==> src/hw/rtl/jddm_pkg.sv <==
// ---------------------------------------------------------------------------
// Joystick mixer package
// Shared constants, codes, queue entry and sequencer types, and the
// arctangent table of the angle unit.
// ---------------------------------------------------------------------------
package jddm_pkg;

   // Default configuration of the top level.
   localparam int DEF_AXIS_FULL_SCALE = 32767;
   localparam int DEF_ANGLE_STEPS     = 16;

   // Arithmetic limits.
   localparam int VEL_LIMIT     = 25600;
   localparam int THROTTLE_GAIN = 12800;
   localparam int DIV_NUM_W     = 30;

   // Axis codes of an incoming request.
   localparam logic [2:0] MODE_HAT_UD   = 3'd0;
   localparam logic [2:0] MODE_HAT_LR   = 3'd1;
   localparam logic [2:0] MODE_THROTTLE = 3'd2;
   localparam logic [2:0] MODE_STICK_Y  = 3'd3;
   localparam logic [2:0] MODE_STICK_X  = 3'd4;
   localparam logic [2:0] MODE_ROLL     = 3'd5;

   // Work kinds carried through the queue.
   typedef enum logic [2:0] {
      OP_HAT_UD,
      OP_HAT_LR,
      OP_THROTTLE,
      OP_STICK_Y,
      OP_STICK_X
   } op_type;

   // One queued job: the kind and its prepared operand.
   typedef struct packed {
      op_type                 op;
      logic [DIV_NUM_W-1:0]   data;
   } job_type;

   // Status of one divider lane.
   typedef struct packed {
      logic        done;
      logic [14:0] quotient;
   } div_result_type;

   // Back-end sequencer states.
   typedef enum logic [3:0] {
      BK_IDLE,
      BK_SPEED,
      BK_MIX,
      BK_CORDIC,
      BK_FACTOR,
      BK_PRODUCT,
      BK_SCALE,
      BK_DIVIDE,
      BK_OUT
   } back_state_type;

   // Arctangent of 2^-i in binary-angle units (65536 per turn).
   function automatic logic signed [17:0] atan_entry(input logic [4:0] idx);
      logic signed [17:0] val;
      case (idx)
         5'd0:    val = 18'sd8192;
         5'd1:    val = 18'sd4836;
         5'd2:    val = 18'sd2555;
         5'd3:    val = 18'sd1297;
         5'd4:    val = 18'sd651;
         5'd5:    val = 18'sd326;
         5'd6:    val = 18'sd163;
         5'd7:    val = 18'sd81;
         5'd8:    val = 18'sd41;
         5'd9:    val = 18'sd20;
         5'd10:   val = 18'sd10;
         5'd11:   val = 18'sd5;
         5'd12:   val = 18'sd3;
         5'd13:   val = 18'sd1;
         5'd14:   val = 18'sd1;
         default: val = 18'sd0;
      endcase
      return val;
   endfunction

endpackage

==> src/hw/rtl/jddm_queue.sv <==
// ---------------------------------------------------------------------------
// Joystick mixer job queue
// Two-entry first-in first-out buffer between the front and back ends.
// ---------------------------------------------------------------------------
module jddm_queue (
   input  logic              clock,
   input  logic              reset,
   input  logic              push,
   input  jddm_pkg::job_type push_job,
   output logic              full,
   input  logic              pop,
   output logic              valid,
   output jddm_pkg::job_type head_job
);
   import jddm_pkg::*;

   job_type    entry_ff [2];
   logic       wr_ptr_ff, wr_ptr_in;
   logic       rd_ptr_ff, rd_ptr_in;
   logic [1:0] count_ff, count_in;

   // Pointer and fill count update.
   always_comb begin
      wr_ptr_in = wr_ptr_ff ^ push;
      rd_ptr_in = rd_ptr_ff ^ pop;
      count_in  = count_ff + {1'b0, push} - {1'b0, pop};
   end

   always_ff @(posedge clock) begin
      if (reset) begin
         wr_ptr_ff <= 1'b0;
         rd_ptr_ff <= 1'b0;
         count_ff  <= 2'd0;
      end else begin
         wr_ptr_ff <= wr_ptr_in;
         rd_ptr_ff <= rd_ptr_in;
         count_ff  <= count_in;
      end
   end

   // Entry storage.
   always_ff @(posedge clock) begin
      if (push) begin
         entry_ff[wr_ptr_ff] <= push_job;
      end
   end

   assign full     = count_ff[1];
   assign valid    = count_ff != 2'd0;
   assign head_job = entry_ff[rd_ptr_ff];

endmodule

==> src/hw/rtl/jddm_front.sv <==
// ---------------------------------------------------------------------------
// Joystick mixer front end
// Accepts requests, decodes the axis code and prepares the operand of each
// job: hat direction, saturated stick position or throttle numerator.
// ---------------------------------------------------------------------------
module jddm_front #(
   parameter int AXIS_FULL_SCALE = jddm_pkg::DEF_AXIS_FULL_SCALE
) (
   input  logic               req_valid,
   output logic               req_stall,
   input  logic [2:0]         req_mode,
   input  logic signed [15:0] req_axis_value,
   input  logic               queue_full,
   output logic               push,
   output jddm_pkg::job_type  push_job
);
   import jddm_pkg::*;

   localparam logic signed [17:0] FS_S = 18'(AXIS_FULL_SCALE);
   localparam logic [DIV_NUM_W-1:0] HALF_FS = DIV_NUM_W'(AXIS_FULL_SCALE / 2);

   logic               accept;
   logic               known;
   logic signed [17:0] value_s;
   logic signed [17:0] neg_s;
   logic signed [17:0] throttle_d;
   logic [15:0]        throttle_u;
   logic [DIV_NUM_W-1:0] throttle_num;
   logic [15:0]        stick_x;
   logic [15:0]        stick_y;

   assign req_stall = queue_full;
   assign accept    = req_valid && !req_stall;

   // Operand preparation.
   always_comb begin
      value_s    = 18'(req_axis_value);
      neg_s      = -value_s;
      throttle_d = FS_S - value_s;
      throttle_u = throttle_d[17] ? 16'd0 : throttle_d[15:0];
      throttle_num = DIV_NUM_W'(THROTTLE_GAIN) * DIV_NUM_W'(throttle_u) + HALF_FS;
      if (value_s > FS_S) begin
         stick_x = FS_S[15:0];
      end else if (value_s < -FS_S) begin
         stick_x = 16'(-FS_S);
      end else begin
         stick_x = value_s[15:0];
      end
      if (neg_s > FS_S) begin
         stick_y = FS_S[15:0];
      end else if (neg_s < -FS_S) begin
         stick_y = 16'(-FS_S);
      end else begin
         stick_y = neg_s[15:0];
      end
   end

   // Axis code decoder.
   always_comb begin
      known         = 1'b1;
      push_job.op   = OP_HAT_UD;
      push_job.data = '0;
      unique case (req_mode)
         MODE_HAT_UD, MODE_HAT_LR: begin
            push_job.op   = (req_mode == MODE_HAT_UD) ? OP_HAT_UD : OP_HAT_LR;
            push_job.data = {28'd0, req_axis_value[15],
                             (req_axis_value != 16'sd0) && !req_axis_value[15]};
         end
         MODE_THROTTLE: begin
            push_job.op   = OP_THROTTLE;
            push_job.data = throttle_num;
         end
         MODE_STICK_Y: begin
            push_job.op   = OP_STICK_Y;
            push_job.data = {14'd0, stick_y};
         end
         MODE_STICK_X: begin
            push_job.op   = OP_STICK_X;
            push_job.data = {14'd0, stick_x};
         end
         default: begin
            known = 1'b0;
         end
      endcase
   end

   // Roll and unknown codes are taken and dropped.
   assign push = accept && known;

endmodule

==> src/hw/rtl/jddm_div.sv <==
// ---------------------------------------------------------------------------
// Joystick mixer divider lane
// Division by the axis full scale through a registered reciprocal
// multiplication, with the quotient saturated to the velocity limit.
// ---------------------------------------------------------------------------
module jddm_div #(
   parameter int AXIS_FULL_SCALE = jddm_pkg::DEF_AXIS_FULL_SCALE
) (
   input  logic                         clock,
   input  logic                         reset,
   input  logic                         start,
   input  logic [jddm_pkg::DIV_NUM_W-1:0] numer,
   output jddm_pkg::div_result_type     result
);
   import jddm_pkg::*;

   // The rounded-up reciprocal is exact for every numerator below 2^DIV_NUM_W.
   localparam int     RECIP_SHIFT = DIV_NUM_W + $clog2(AXIS_FULL_SCALE);
   localparam longint RECIP       = ((longint'(1) <<< RECIP_SHIFT)
                                     + longint'(AXIS_FULL_SCALE) - 1)
                                    / longint'(AXIS_FULL_SCALE);
   localparam int     RECIP_W     = DIV_NUM_W + 1;
   localparam int     PROD_W      = DIV_NUM_W + RECIP_W;
   localparam logic [RECIP_W-1:0] RECIP_V = RECIP_W'(RECIP);

   logic                 stage_ff, stage_in;
   logic                 done_ff, done_in;
   logic [DIV_NUM_W-1:0] num_ff, num_in;
   logic [PROD_W-1:0]    prod_ff, prod_in;
   logic [PROD_W-1:0]    quot_full;

   // Operand capture, then the reciprocal product.
   always_comb begin
      num_in   = start ? numer : num_ff;
      stage_in = start;
      done_in  = stage_ff;
      prod_in  = num_ff * RECIP_V;
   end

   always_ff @(posedge clock) begin
      if (reset) begin
         stage_ff <= 1'b0;
         done_ff  <= 1'b0;
      end else begin
         stage_ff <= stage_in;
         done_ff  <= done_in;
      end
      num_ff  <= num_in;
      prod_ff <= prod_in;
   end

   // Saturated quotient.
   assign quot_full       = prod_ff >> RECIP_SHIFT;
   assign result.done     = done_ff;
   assign result.quotient = (quot_full > PROD_W'(VEL_LIMIT)) ? 15'(VEL_LIMIT)
                                                            : quot_full[14:0];

endmodule

==> src/hw/rtl/jddm_back.sv <==
// ---------------------------------------------------------------------------
// Joystick mixer back end
// Holds the throttle and stick state and carries out each job: hat result,
// throttle division, CORDIC angle, wheel factors, scaling and output.
// ---------------------------------------------------------------------------
module jddm_back #(
   parameter int AXIS_FULL_SCALE = jddm_pkg::DEF_AXIS_FULL_SCALE,
   parameter int ANGLE_STEPS     = jddm_pkg::DEF_ANGLE_STEPS
) (
   input  logic               clock,
   input  logic               reset,
   input  logic               job_valid,
   input  jddm_pkg::job_type  job,
   output logic               job_pop,
   output logic               rsp_valid,
   input  logic               rsp_stall,
   output logic signed [15:0] rsp_left_velocity,
   output logic signed [15:0] rsp_right_velocity
);
   import jddm_pkg::*;

   localparam logic [4:0]  LAST_STEP = 5'(ANGLE_STEPS - 1);
   localparam logic [44:0] ROUND_ADD = 45'(AXIS_FULL_SCALE) << 12;

   back_state_type state_ff, state_in;

   logic [14:0]        speed_ff;
   logic signed [15:0] x_ff, y_ff;
   logic signed [25:0] cx_ff, cy_ff;
   logic signed [17:0] z_ff;
   logic [4:0]         step_ff;
   logic [29:0]        p_ff;
   logic [13:0]        lmag_ff, rmag_ff;
   logic               lneg_ff, rneg_ff;
   logic [43:0]        lprod_ff, rprod_ff;
   logic signed [15:0] res_l_ff, res_r_ff;
   logic               rsp_valid_ff;
   logic signed [15:0] rsp_left_ff, rsp_right_ff;

   logic               out_free;
   logic               div_start_speed, div_start_scale;
   logic [DIV_NUM_W-1:0] div_num_l, div_num_r;
   div_result_type     div_l, div_r;
   logic               mix_centre;
   logic               last_step;
   logic [14:0]        mag;
   logic signed [25:0] sx, sy;
   logic signed [25:0] init_x, init_y;
   logic signed [16:0] angle;
   logic signed [15:0] lf, rf;
   logic signed [15:0] speed_s;

   // Status decode.
   always_comb begin
      out_free   = !rsp_valid_ff || !rsp_stall;
      mix_centre = (x_ff == 16'sd0) && (y_ff == 16'sd0);
      last_step  = step_ff == LAST_STEP;
      mag        = ((x_ff < 0 ? -x_ff : x_ff) > (y_ff < 0 ? -y_ff : y_ff))
                   ? 15'(x_ff < 0 ? -x_ff : x_ff) : 15'(y_ff < 0 ? -y_ff : y_ff);
      speed_s    = {1'b0, speed_ff};
   end

   // Next-state logic.
   always_comb begin
      state_in = state_ff;
      unique case (state_ff)
         BK_IDLE: begin
            if (job_valid) begin
               unique case (job.op)
                  OP_HAT_UD, OP_HAT_LR: state_in = BK_OUT;
                  OP_THROTTLE:          state_in = BK_SPEED;
                  default:              state_in = BK_MIX;
               endcase
            end
         end
         BK_SPEED:   if (div_l.done) state_in = BK_MIX;
         BK_MIX:     state_in = mix_centre ? BK_OUT : BK_CORDIC;
         BK_CORDIC:  if (last_step) state_in = BK_FACTOR;
         BK_FACTOR:  state_in = BK_PRODUCT;
         BK_PRODUCT: state_in = BK_SCALE;
         BK_SCALE:   state_in = BK_DIVIDE;
         BK_DIVIDE:  if (div_l.done) state_in = BK_OUT;
         BK_OUT:     if (out_free) state_in = BK_IDLE;
         default:    state_in = BK_IDLE;
      endcase
   end

   // Sequencer outputs.
   always_comb begin
      job_pop         = (state_ff == BK_IDLE) && job_valid;
      div_start_speed = job_pop && (job.op == OP_THROTTLE);
      div_start_scale = state_ff == BK_SCALE;
   end

   always_ff @(posedge clock) begin
      if (reset) begin
         state_ff <= BK_IDLE;
      end else begin
         state_ff <= state_in;
      end
   end

   // CORDIC step and angle to factor mapping.
   always_comb begin
      sx     = cx_ff >>> step_ff;
      sy     = cy_ff >>> step_ff;
      init_x = 26'(x_ff) <<< 8;
      init_y = 26'(y_ff) <<< 8;
      if (z_ff > 18'sd32768) begin
         angle = 17'sd32767 + 17'sd1;
      end else if (z_ff < -18'sd32768) begin
         angle = -17'sd32768;
      end else begin
         angle = z_ff[16:0];
      end
      if (angle > 17'sd16384) begin
         rf = 16'(17'sd24576 - angle);
         lf = 16'sd8192;
      end else if (angle > 17'sd0) begin
         rf = 16'sd8192;
         lf = 16'(angle - 17'sd8192);
      end else if (angle < -17'sd16384) begin
         rf = -16'sd8192;
         lf = 16'(-(angle + 17'sd24576));
      end else begin
         rf = 16'(angle + 17'sd8192);
         lf = -16'sd8192;
      end
      div_num_l = div_start_speed ? job.data : 30'((lprod_ff + ROUND_ADD) >> 13);
      div_num_r = 30'((rprod_ff + ROUND_ADD) >> 13);
   end

   // Datapath registers.
   always_ff @(posedge clock) begin
      if (reset) begin
         speed_ff <= 15'd0;
         x_ff     <= 16'sd0;
         y_ff     <= 16'sd0;
      end else begin
         unique case (state_ff)
            BK_IDLE: begin
               if (job_valid) begin
                  case (job.op)
                     OP_HAT_UD: begin
                        res_l_ff <= job.data[0] ? speed_s : job.data[1] ? -speed_s : 16'sd0;
                        res_r_ff <= job.data[0] ? speed_s : job.data[1] ? -speed_s : 16'sd0;
                     end
                     OP_HAT_LR: begin
                        res_l_ff <= job.data[0] ? speed_s : job.data[1] ? -speed_s : 16'sd0;
                        res_r_ff <= job.data[0] ? -speed_s : job.data[1] ? speed_s : 16'sd0;
                     end
                     OP_STICK_Y: y_ff <= job.data[15:0];
                     OP_STICK_X: x_ff <= job.data[15:0];
                     default: ;
                  endcase
               end
            end
            BK_SPEED: begin
               if (div_l.done) begin
                  speed_ff <= div_l.quotient;
               end
            end
            BK_MIX: begin
               res_l_ff <= 16'sd0;
               res_r_ff <= 16'sd0;
               p_ff     <= 30'(mag) * 30'(speed_ff);
               step_ff  <= 5'd0;
               if (x_ff < 0) begin
                  cx_ff <= -init_x;
                  cy_ff <= -init_y;
                  z_ff  <= (init_y >= 0) ? 18'sd32768 : -18'sd32768;
               end else begin
                  cx_ff <= init_x;
                  cy_ff <= init_y;
                  z_ff  <= 18'sd0;
               end
            end
            BK_CORDIC: begin
               step_ff <= step_ff + 5'd1;
               if (cy_ff > 0) begin
                  cx_ff <= cx_ff + sy;
                  cy_ff <= cy_ff - sx;
                  z_ff  <= z_ff + atan_entry(step_ff);
               end else begin
                  cx_ff <= cx_ff - sy;
                  cy_ff <= cy_ff + sx;
                  z_ff  <= z_ff - atan_entry(step_ff);
               end
            end
            BK_FACTOR: begin
               lneg_ff <= lf < 0;
               rneg_ff <= rf < 0;
               lmag_ff <= 14'(lf < 0 ? -lf : lf);
               rmag_ff <= 14'(rf < 0 ? -rf : rf);
            end
            BK_PRODUCT: begin
               lprod_ff <= 44'(p_ff) * 44'(lmag_ff);
               rprod_ff <= 44'(p_ff) * 44'(rmag_ff);
            end
            BK_DIVIDE: begin
               if (div_l.done) begin
                  res_l_ff <= lneg_ff ? 16'(div_l.quotient) : -16'(div_l.quotient);
                  res_r_ff <= rneg_ff ? 16'(div_r.quotient) : -16'(div_r.quotient);
               end
            end
            default: ;
         endcase
      end
   end

   // Output register towards the result channel.
   always_ff @(posedge clock) begin
      if (reset) begin
         rsp_valid_ff <= 1'b0;
      end else if (state_ff == BK_OUT && out_free) begin
         rsp_valid_ff <= 1'b1;
      end else if (!rsp_stall) begin
         rsp_valid_ff <= 1'b0;
      end
      if (state_ff == BK_OUT && out_free) begin
         rsp_left_ff  <= res_l_ff;
         rsp_right_ff <= res_r_ff;
      end
   end

   assign rsp_valid          = rsp_valid_ff;
   assign rsp_left_velocity  = rsp_left_ff;
   assign rsp_right_velocity = rsp_right_ff;

   // Divider lanes: the left lane also serves the throttle.
   jddm_div #(.AXIS_FULL_SCALE(AXIS_FULL_SCALE)) u_div_l (
      .clock  (clock),
      .reset  (reset),
      .start  (div_start_speed || div_start_scale),
      .numer  (div_num_l),
      .result (div_l)
   );

   jddm_div #(.AXIS_FULL_SCALE(AXIS_FULL_SCALE)) u_div_r (
      .clock  (clock),
      .reset  (reset),
      .start  (div_start_scale),
      .numer  (div_num_r),
      .result (div_r)
   );

`ifndef ASSERT_OFF
   // Both lanes of a scaling division finish together.
   a_lanes_together: assert property (@(posedge clock) disable iff (reset)
      (state_ff == BK_DIVIDE && div_l.done) |-> div_r.done)
      else $error("divider lanes out of step");

   // The throttle level never leaves its range.
   a_speed_range: assert property (@(posedge clock) disable iff (reset)
      speed_ff <= 15'(VEL_LIMIT))
      else $error("speed level out of range");

   // Results stay within the velocity limit.
   a_out_range: assert property (@(posedge clock) disable iff (reset)
      rsp_valid_ff |-> (rsp_left_ff <= 16'sd25600 && rsp_left_ff >= -16'sd25600 &&
                        rsp_right_ff <= 16'sd25600 && rsp_right_ff >= -16'sd25600))
      else $error("velocity out of range");

   // A finished job is presented and the sequencer returns to idle.
   a_out_load: assert property (@(posedge clock) disable iff (reset)
      (state_ff == BK_OUT && out_free) |=> (rsp_valid_ff && state_ff == BK_IDLE))
      else $error("result not presented");
`endif

endmodule

==> src/hw/rtl/joystick_differential_drive_mixer_core.sv <==
// ---------------------------------------------------------------------------
// Joystick differential-drive mixer
// Turns joystick axis requests into left and right wheel velocities.
// ---------------------------------------------------------------------------
// Each request carries an axis code and a signed position. The front end
// takes a request and places it in a two-entry queue, so it keeps accepting
// while the back end works, until the queue is full. From idle, a hat request
// goes straight to output, and a centred stick through set-up and output.
// A stick request passes through queueing, set-up, ANGLE_STEPS steps of the
// shared CORDIC iteration, factor, product, scaling and the division by the
// full scale by reciprocal multiplication, with both wheels divided in
// parallel, and then output. A throttle request first passes through the
// division that sets the speed level. Roll and unknown codes are taken and
// dropped.
module joystick_differential_drive_mixer_core #(
   parameter int AXIS_FULL_SCALE = jddm_pkg::DEF_AXIS_FULL_SCALE,
   parameter int ANGLE_STEPS     = jddm_pkg::DEF_ANGLE_STEPS
) (
   input  logic               clock,
   input  logic               reset,
   input  logic               req_valid,
   output logic               req_stall,
   input  logic [2:0]         req_mode,
   input  logic signed [15:0] req_axis_value,
   output logic               rsp_valid,
   input  logic               rsp_stall,
   output logic signed [15:0] rsp_left_velocity,
   output logic signed [15:0] rsp_right_velocity
);
   import jddm_pkg::*;

   logic    push, queue_full, job_valid, job_pop;
   job_type push_job, head_job;

   // Request decoding.
   jddm_front #(.AXIS_FULL_SCALE(AXIS_FULL_SCALE)) u_front (
      .req_valid      (req_valid),
      .req_stall      (req_stall),
      .req_mode       (req_mode),
      .req_axis_value (req_axis_value),
      .queue_full     (queue_full),
      .push           (push),
      .push_job       (push_job)
   );

   // Job queue.
   jddm_queue u_queue (
      .clock    (clock),
      .reset    (reset),
      .push     (push),
      .push_job (push_job),
      .full     (queue_full),
      .pop      (job_pop),
      .valid    (job_valid),
      .head_job (head_job)
   );

   // Mixing engine.
   jddm_back #(
      .AXIS_FULL_SCALE (AXIS_FULL_SCALE),
      .ANGLE_STEPS     (ANGLE_STEPS)
   ) u_back (
      .clock              (clock),
      .reset              (reset),
      .job_valid          (job_valid),
      .job                (head_job),
      .job_pop            (job_pop),
      .rsp_valid          (rsp_valid),
      .rsp_stall          (rsp_stall),
      .rsp_left_velocity  (rsp_left_velocity),
      .rsp_right_velocity (rsp_right_velocity)
   );

endmodule
==> config.mk <==
export PLATFORM = sky130hd
export DESIGN_NAME = joystick_differential_drive_mixer_core
export DESIGN_NICKNAME = d
export VERILOG_FILES = /design/src/hw/rtl/jddm_pkg.sv /design/src/hw/rtl/jddm_queue.sv /design/src/hw/rtl/jddm_front.sv /design/src/hw/rtl/jddm_div.sv /design/src/hw/rtl/jddm_back.sv /design/src/hw/rtl/joystick_differential_drive_mixer_core.sv
export SDC_FILE = /design/constraint.sdc
export NUM_CORES = 2
export LEC_CHECK = 0
export BUFFER_PORTS_ARGS = -buffer_cell sky130_fd_sc_hd__buf_2
export CORE_UTILIZATION = 40
export CTS_BUF_LIST = sky130_fd_sc_hd__clkbuf_4 sky130_fd_sc_hd__clkbuf_8 sky130_fd_sc_hd__clkbuf_16
export DETAILED_ROUTE_END_ITERATION = 10
export PLACE_DENSITY = 0.66
export SYNTH_ARGS = -nofsm -noshare
export SYNTH_HDL_FRONTEND = slang
export SYNTH_HIERARCHICAL = 1
export SYNTH_SLANG_ARGS = --single-unit
==> constraint.sdc <==
create_clock -name clock -period 11.6 [get_ports clock]
set_input_delay 1.16 -clock clock [delete_from_list [all_inputs] [get_ports clock]]
set_output_delay 1.16 -clock clock [all_outputs]
set_load 0.02 [all_outputs]
# Yosys cells after proc, flatten, opt, wreduce, memory -nomap -nowiden
# Memory sizes are Yosys's and may differ from the RTL's. A register that Yosys moved wholly into a read port is not among the register bits.
# Cells that the tools add are included.
# word_totals
word_cells,221
ram_bits,66
output_inout_bits,34
n_memories,3
latchBits,0
input_bits,23
regBits,523
romBits,448
# classes
n_shift,2
eq_ne,25
magnitude_cmp,18
n_addsub,28
div,0
n_bitwise,3
reduce_logical,35
multipliers,6
n_mux,72
# mem_list
memory,words,word_bits,read_ports,rd_clocked_by_memory_dff,write_ports,line,text
(no name shown),16,14,1,1,0,jddm_pkg.sv:62,case (idx)
(no name shown),16,14,1,1,0,jddm_pkg.sv:62,
u_queue.entry_ff,2,33,1,1,1,jddm_queue.sv:17,job_type entry_ff [2];
# op_table
cell,n
16-bit two-way mux,23
18-bit two-way mux,11
33-bit case mux with 4 select lines,1
30-bit by 30-bit multiplier with 60-bit output (second input constant),2
26-bit two-way mux,4
26-bit case mux with 2 select lines,2
16-bit case mux with 3 select lines,2
43-bit by 27-bit adder with 43-bit output (second input constant),2
30-bit by 14-bit multiplier with 43-bit output,2
16-bit by 1-bit less-than comparator with 1-bit output (second input constant),4
15-bit two-way mux,4
26-bit adder,2
24-bit negator with 26-bit output,2
26-bit by 5-bit >>> shifter with 26-bit output,2
26-bit subtractor,2
15-bit negator with 16-bit output,3
16-bit negator,3
18-bit by 16-bit less-than comparator with 1-bit output (second input constant),2
18-bit case mux with 2 select lines,1
4-bit case mux with 9 select lines,1
17-bit two-way mux,2
16-bit by 15-bit greater-than comparator with 1-bit output (second input constant),2
16-bit logical NOT,2
4-bit two-way mux,8
57 further kinds,100

# Logic depth before layout (Yosys ltp)
# depth
depth_word,10
depth_mapped,45
mapped_depth_nobuf,42

# Modules after synthesis
# Netlist, hierarchy kept.
# modules_own_cells
module,n_inst,area_each_um2,cells_per_inst,seq_area_each_um2
jddm_back,1,57088.5,6353,9158.8
jddm_div,2,4159.0,368,1261.2
jddm_front,1,2969.1,387,0.0
jddm_queue,1,2730.1,121,2062.0

# Worst setup path after synthesis
# Ideal clock, no wire load.
# synth_timing
kind,reg2reg
startpoint,register u_back.x_ff[0]
endpoint,register u_back.p_ff[29] (data pin)
setup_time_ps,260
t_required_ps,11340
path_stages_with_launch,45
synth_period_minus_slack_ps,9923
setup_slack_ps,1677
arrival_ps,9663
path_buffers,3
cell_sequence,dfxtp_1 inv_1 ha_1 nand2b_1 or4_1 or3_1 nand2b_1 o31ai_1 xor2_1 inv_1 ha_1 nand4_1 inv_1 nand3_1 nor4b_1 o21ai_1 a21o_1 o211a_1 (+9 left out) fa_1 inv_1 fa_1 inv_1 fa_1 inv_1 fa_1 inv_1 ha_1 o2111a_1 a211o_1 nand2_1 o211ai_1 nor4b_1 o31ai_1 a311o_1 a21oi_1 xnor2_1
# synth_between
elab_chain_cells,5
elab_cells_between_ends,6
classes_between,add/sub: 1; mul: 1; order compare: 2; mux: 2
# synth_lines
element,line,text
"start, declared",jddm_back.sv:28,"logic signed [15:0] x_ff, y_ff;"
"start signal, assigned",jddm_back.sv:153,OP_STICK_X: x_ff <= job.data[15:0];
16-bit negator or 16-bit by 1-bit less-than comparator with 1-bit output (tied branches),"jddm_back.sv:58, jddm_back.sv:59",
16-bit two-way mux *,jddm_back.sv:59,? 15'(x_ff < 0 ? -x_ff : x_ff) : 15'(y_ff < 0 ? -y_ff : y_ff);
16-bit greater-than comparator,jddm_back.sv:58,mag = ((x_ff < 0 ? -x_ff : x_ff) > (y_ff < 0 ? -y_ff : y_ff))
15-bit two-way mux *,jddm_back.sv:59,
15-bit by 15-bit multiplier with 30-bit output *,jddm_back.sv:166,p_ff <= 30'(mag) * 30'(speed_ff);
"end signal, assigned",jddm_back.sv:166,
"end, declared",jddm_back.sv:32,logic [29:0] p_ff;
# Every way passes the cells marked *; elsewhere a longest branch is shown, timed or not.
# A chain may end at the register's enable or synchronous reset.

# Final worst setup path
# layout_timing
startpoint,register u_back.y_ff[0]
endpoint,register u_back.p_ff[29] (data pin)
# layout_between
elab_chain_cells,5
elab_cells_between_ends,6
classes_between,add/sub: 1; mul: 1; order compare: 2; mux: 2
# layout_lines
element,line,text
"start, declared",jddm_back.sv:28,
"start signal, assigned",jddm_back.sv:152,OP_STICK_Y: y_ff <= job.data[15:0];
16-bit negator or 16-bit by 1-bit less-than comparator with 1-bit output (tied branches),"jddm_back.sv:58, jddm_back.sv:59",
16-bit two-way mux *,jddm_back.sv:59,
16-bit greater-than comparator,jddm_back.sv:58,
15-bit two-way mux *,jddm_back.sv:59,
15-bit by 15-bit multiplier with 30-bit output *,jddm_back.sv:166,
# Marked as above.

==> impl_results.md <==
- Most common library cell in the layout ignoring fill and taps: nand2_1
- Die area: 179000 µm²
- Worst slack at placement: 0.621 ns
- Period utilization: 93.7%
- PD cells: 216 nW/µm²
- Final-report hold violation count: 0
- Peak supply drop: 0.296 mV
- IO buf count: 56
- Post-route ant nets: 0
- Min Hold Slack: 0.418 ns
- HP Class: reg -> reg
- Final worst slack: 0.731 ns
- Final HPWL DP: 152000 µm
- Post-Syn Area: 71000 µm²
- Nets: 9045
- Core Util, Final: 42.9%
- First-pass GRT wire length: 312000 µm
- Top cell by count, worst path: fa_1
- Max stage delay on crit path: 0.58 ns
- Final min period: 10.87 ns
- RSZ-0062 raised after global routing: false
- Share of layout cells above drive strength 1: 6.85%
- Slew Viols, Final: 0
- Violated checks: DRC
- CTS H-Tree Depth: 2
- Clock Path Buffers: 3
- Placer Congestion: 0.946
- # IOs: 57
- Worst-margin pin slew: 1.33 ns
- Final instance count without filler cells: 9832
- WL/cell: 20.0 µm
- Vias in the first global route: 56.1k
- Req. time, crit path: 12.01 ns
- Mean Syn Cell Area: 9.36 µm²
- Largest net degree at the start of global routing: 77
- Highest Clock Rate: 92.0 MHz
- All-layer global routing usage: 21.9%
- CTS clk-pin slew, worst paths: 0.07 ns
- Root Buffer: clkbuf_16
- Yosys warning count: 6
- First DRT Iteration DRCs: 4154
- Slowest CP cell: mux2i_4
- Die Ht: 423 µm
- CTS Hold Bufs: 0
- Layout fillers: 16.9k
- CP Class: reg -> reg
- Lkg Pwr: 34.2 nW
- Crit end category: flop
- Setup_tns: 0 ns
- Num CTS Buffers: 58
- Initial antenna violation count: 7
- Dpl cells: 9721
- Slew Limit Headroom: 11.0%
- Die width: 423 µm
- Most frequent cells in the layout: nand2_1, inv_1, fa_1
- GRT Residual Overflow: 0
- Worst R2R End: u_back/p_ff[29]$_DFFE_PP_
- DRC: 32
- Synthesized Nets: 9194
- Core Area: 176000 µm²
- Area growth syn-to-layout: 6.38%
- Pre-Repair DR Iteration Count: 9
- Row count: 154
- Status: finished with violations
- Routed via count: 54.7k
- Clk sink count: 491
- Worst Path Arrival: 11.28 ns
- Mapped Cells: 7592
- DR vias/cell: 5.56
- Max Cap Viol: 0
- Clock Latency Late Sink: 0.69 ns
- TritonCTS clock tree: yes
- Startpoint Class: flop
- Routed wire length: 196000 µm
- Worst Reg-to-Reg Cells: 38
- Setup crit start: u_back/y_ff[0]$_SDFFE_PP0P_
- Initial Utilization: 40.3%
- Reg2reg setup slack: 0.73 ns
- Clock skew: 0.0378 ns
- Worst setup path end: u_back/p_ff[29]$_DFFE_PP_
- Setup violators final: 0
- CP Max Fanout: 15
- Reg2reg start: u_back/y_ff[0]$_SDFFE_PP0P_
## what timing repair did
| action | CTS | global route |
|---|---|---|
| buffers inserted | 0 | 2 |
| endpoints found under the setup margin | 0 | 2 |
| resized for setup | 0 | 1 |
## through the flow
stage	instance area [µm²]	power, mW
2_1_floorplan	71000	11.6
3_3_place_gp	73500	14.3
3_5_place_dp	73500	14.4
4_1_cts	75600	16.5
5_1_grt	75600	17.9
6_report	75600	16.3
## metal layers
metal / global-route usage [%] / part of all wire, % / vias to the layer above / wire (µm)
li1: - / - / 25000 / -
met1: 29.4 / 43 / 27400 / 83700
met2: 36.2 / 47 / 1947 / 92000
met3: 4.00 / 7.9 / 323 / 15400
met4: 6.00 / 2.6 / 4 / 5100
met5: 0 / 0.018 / - / 35
## final cells by class
| class | instances | area (µm²) | area share [%] |
|---|---|---|---|
| Tap cell | 2340 | 2930 | 3.87 |
| Clock buffer | 69 | 1590 | 2.10 |
| Sequential cell | 491 | 13700 | 18.1 |
| Antenna cell | 2 | 5.00 | 0.00662 |
| Multi-Input combinational cell | 5840 | 52500 | 69.4 |
| Timing Repair Buffer | 176 | 1190 | 1.58 |
| Inverter | 876 | 3290 | 4.35 |
| Clock inverter | 38 | 418 | 0.553 |
## report_power, final
part / internal [mW] / total (mW) / switching [mW]
logic: 4.96 / 11.6 / 6.63
clock network: 1.10 / 1.92 / 0.821
registers: 2.62 / 2.79 / 0.170
## sequential cells by signal, indices dropped and copies added, names as in the netlist, 26 cells and up, named ones only
signal / flops
u_back/cx_ff: 26
u_back/cy_ff: 26
u_back/lprod_ff: 31
u_back/p_ff: 30
u_back/rprod_ff: 31
u_back/u_div_l/num_ff: 30
u_back/u_div_r/num_ff: 30
u_queue/entry_ff: 66
## worst min-delay path by stage
| stage | from | end | slack (ns) | cells after the start |
|---|---|---|---|---|
| 3_3_place_gp | u_back/res_l_ff[6]$_DFFE_PP_ | u_back/rsp_left_velocity[6]$_DFFE_PP_ | 0.40 | 0 |
| 6_report | u_back/res_r_ff[3]$_DFFE_PP_ | u_back/rsp_right_velocity[3]$_DFFE_PP_ | 0.42 | 0 |
| 4_1_cts | u_back/res_r_ff[3]$_DFFE_PP_ | u_back/rsp_right_velocity[3]$_DFFE_PP_ | 0.42 | 0 |
| 2_1_floorplan | u_back/res_l_ff[0]$_DFFE_PP_ | u_back/rsp_left_velocity[0]$_DFFE_PP_ | 0.40 | 0 |
| 5_1_grt | u_back/res_r_ff[3]$_DFFE_PP_ | u_back/rsp_right_velocity[3]$_DFFE_PP_ | 0.42 | 0 |
| 3_5_place_dp | u_back/res_r_ff[3]$_DFFE_PP_ | u_back/rsp_right_velocity[3]$_DFFE_PP_ | 0.40 | 0 |
## critical path, delay by kind of cell, from the launching register on
kind / cells / cell delay (ns)
and+or+nand+nor: 13 / 3.32
AOI/OAI and AO/OA: 7 / 1.58
buffers and inverters: 6 / 0.56
adders and majority gates: 9 / 3.77
xor gates and xnor gates: 2 / 0.37
DFF: 1 / 0.39
muxes: 1 / 0.58
Note: power is estimated with default switching activity, not from simulation.
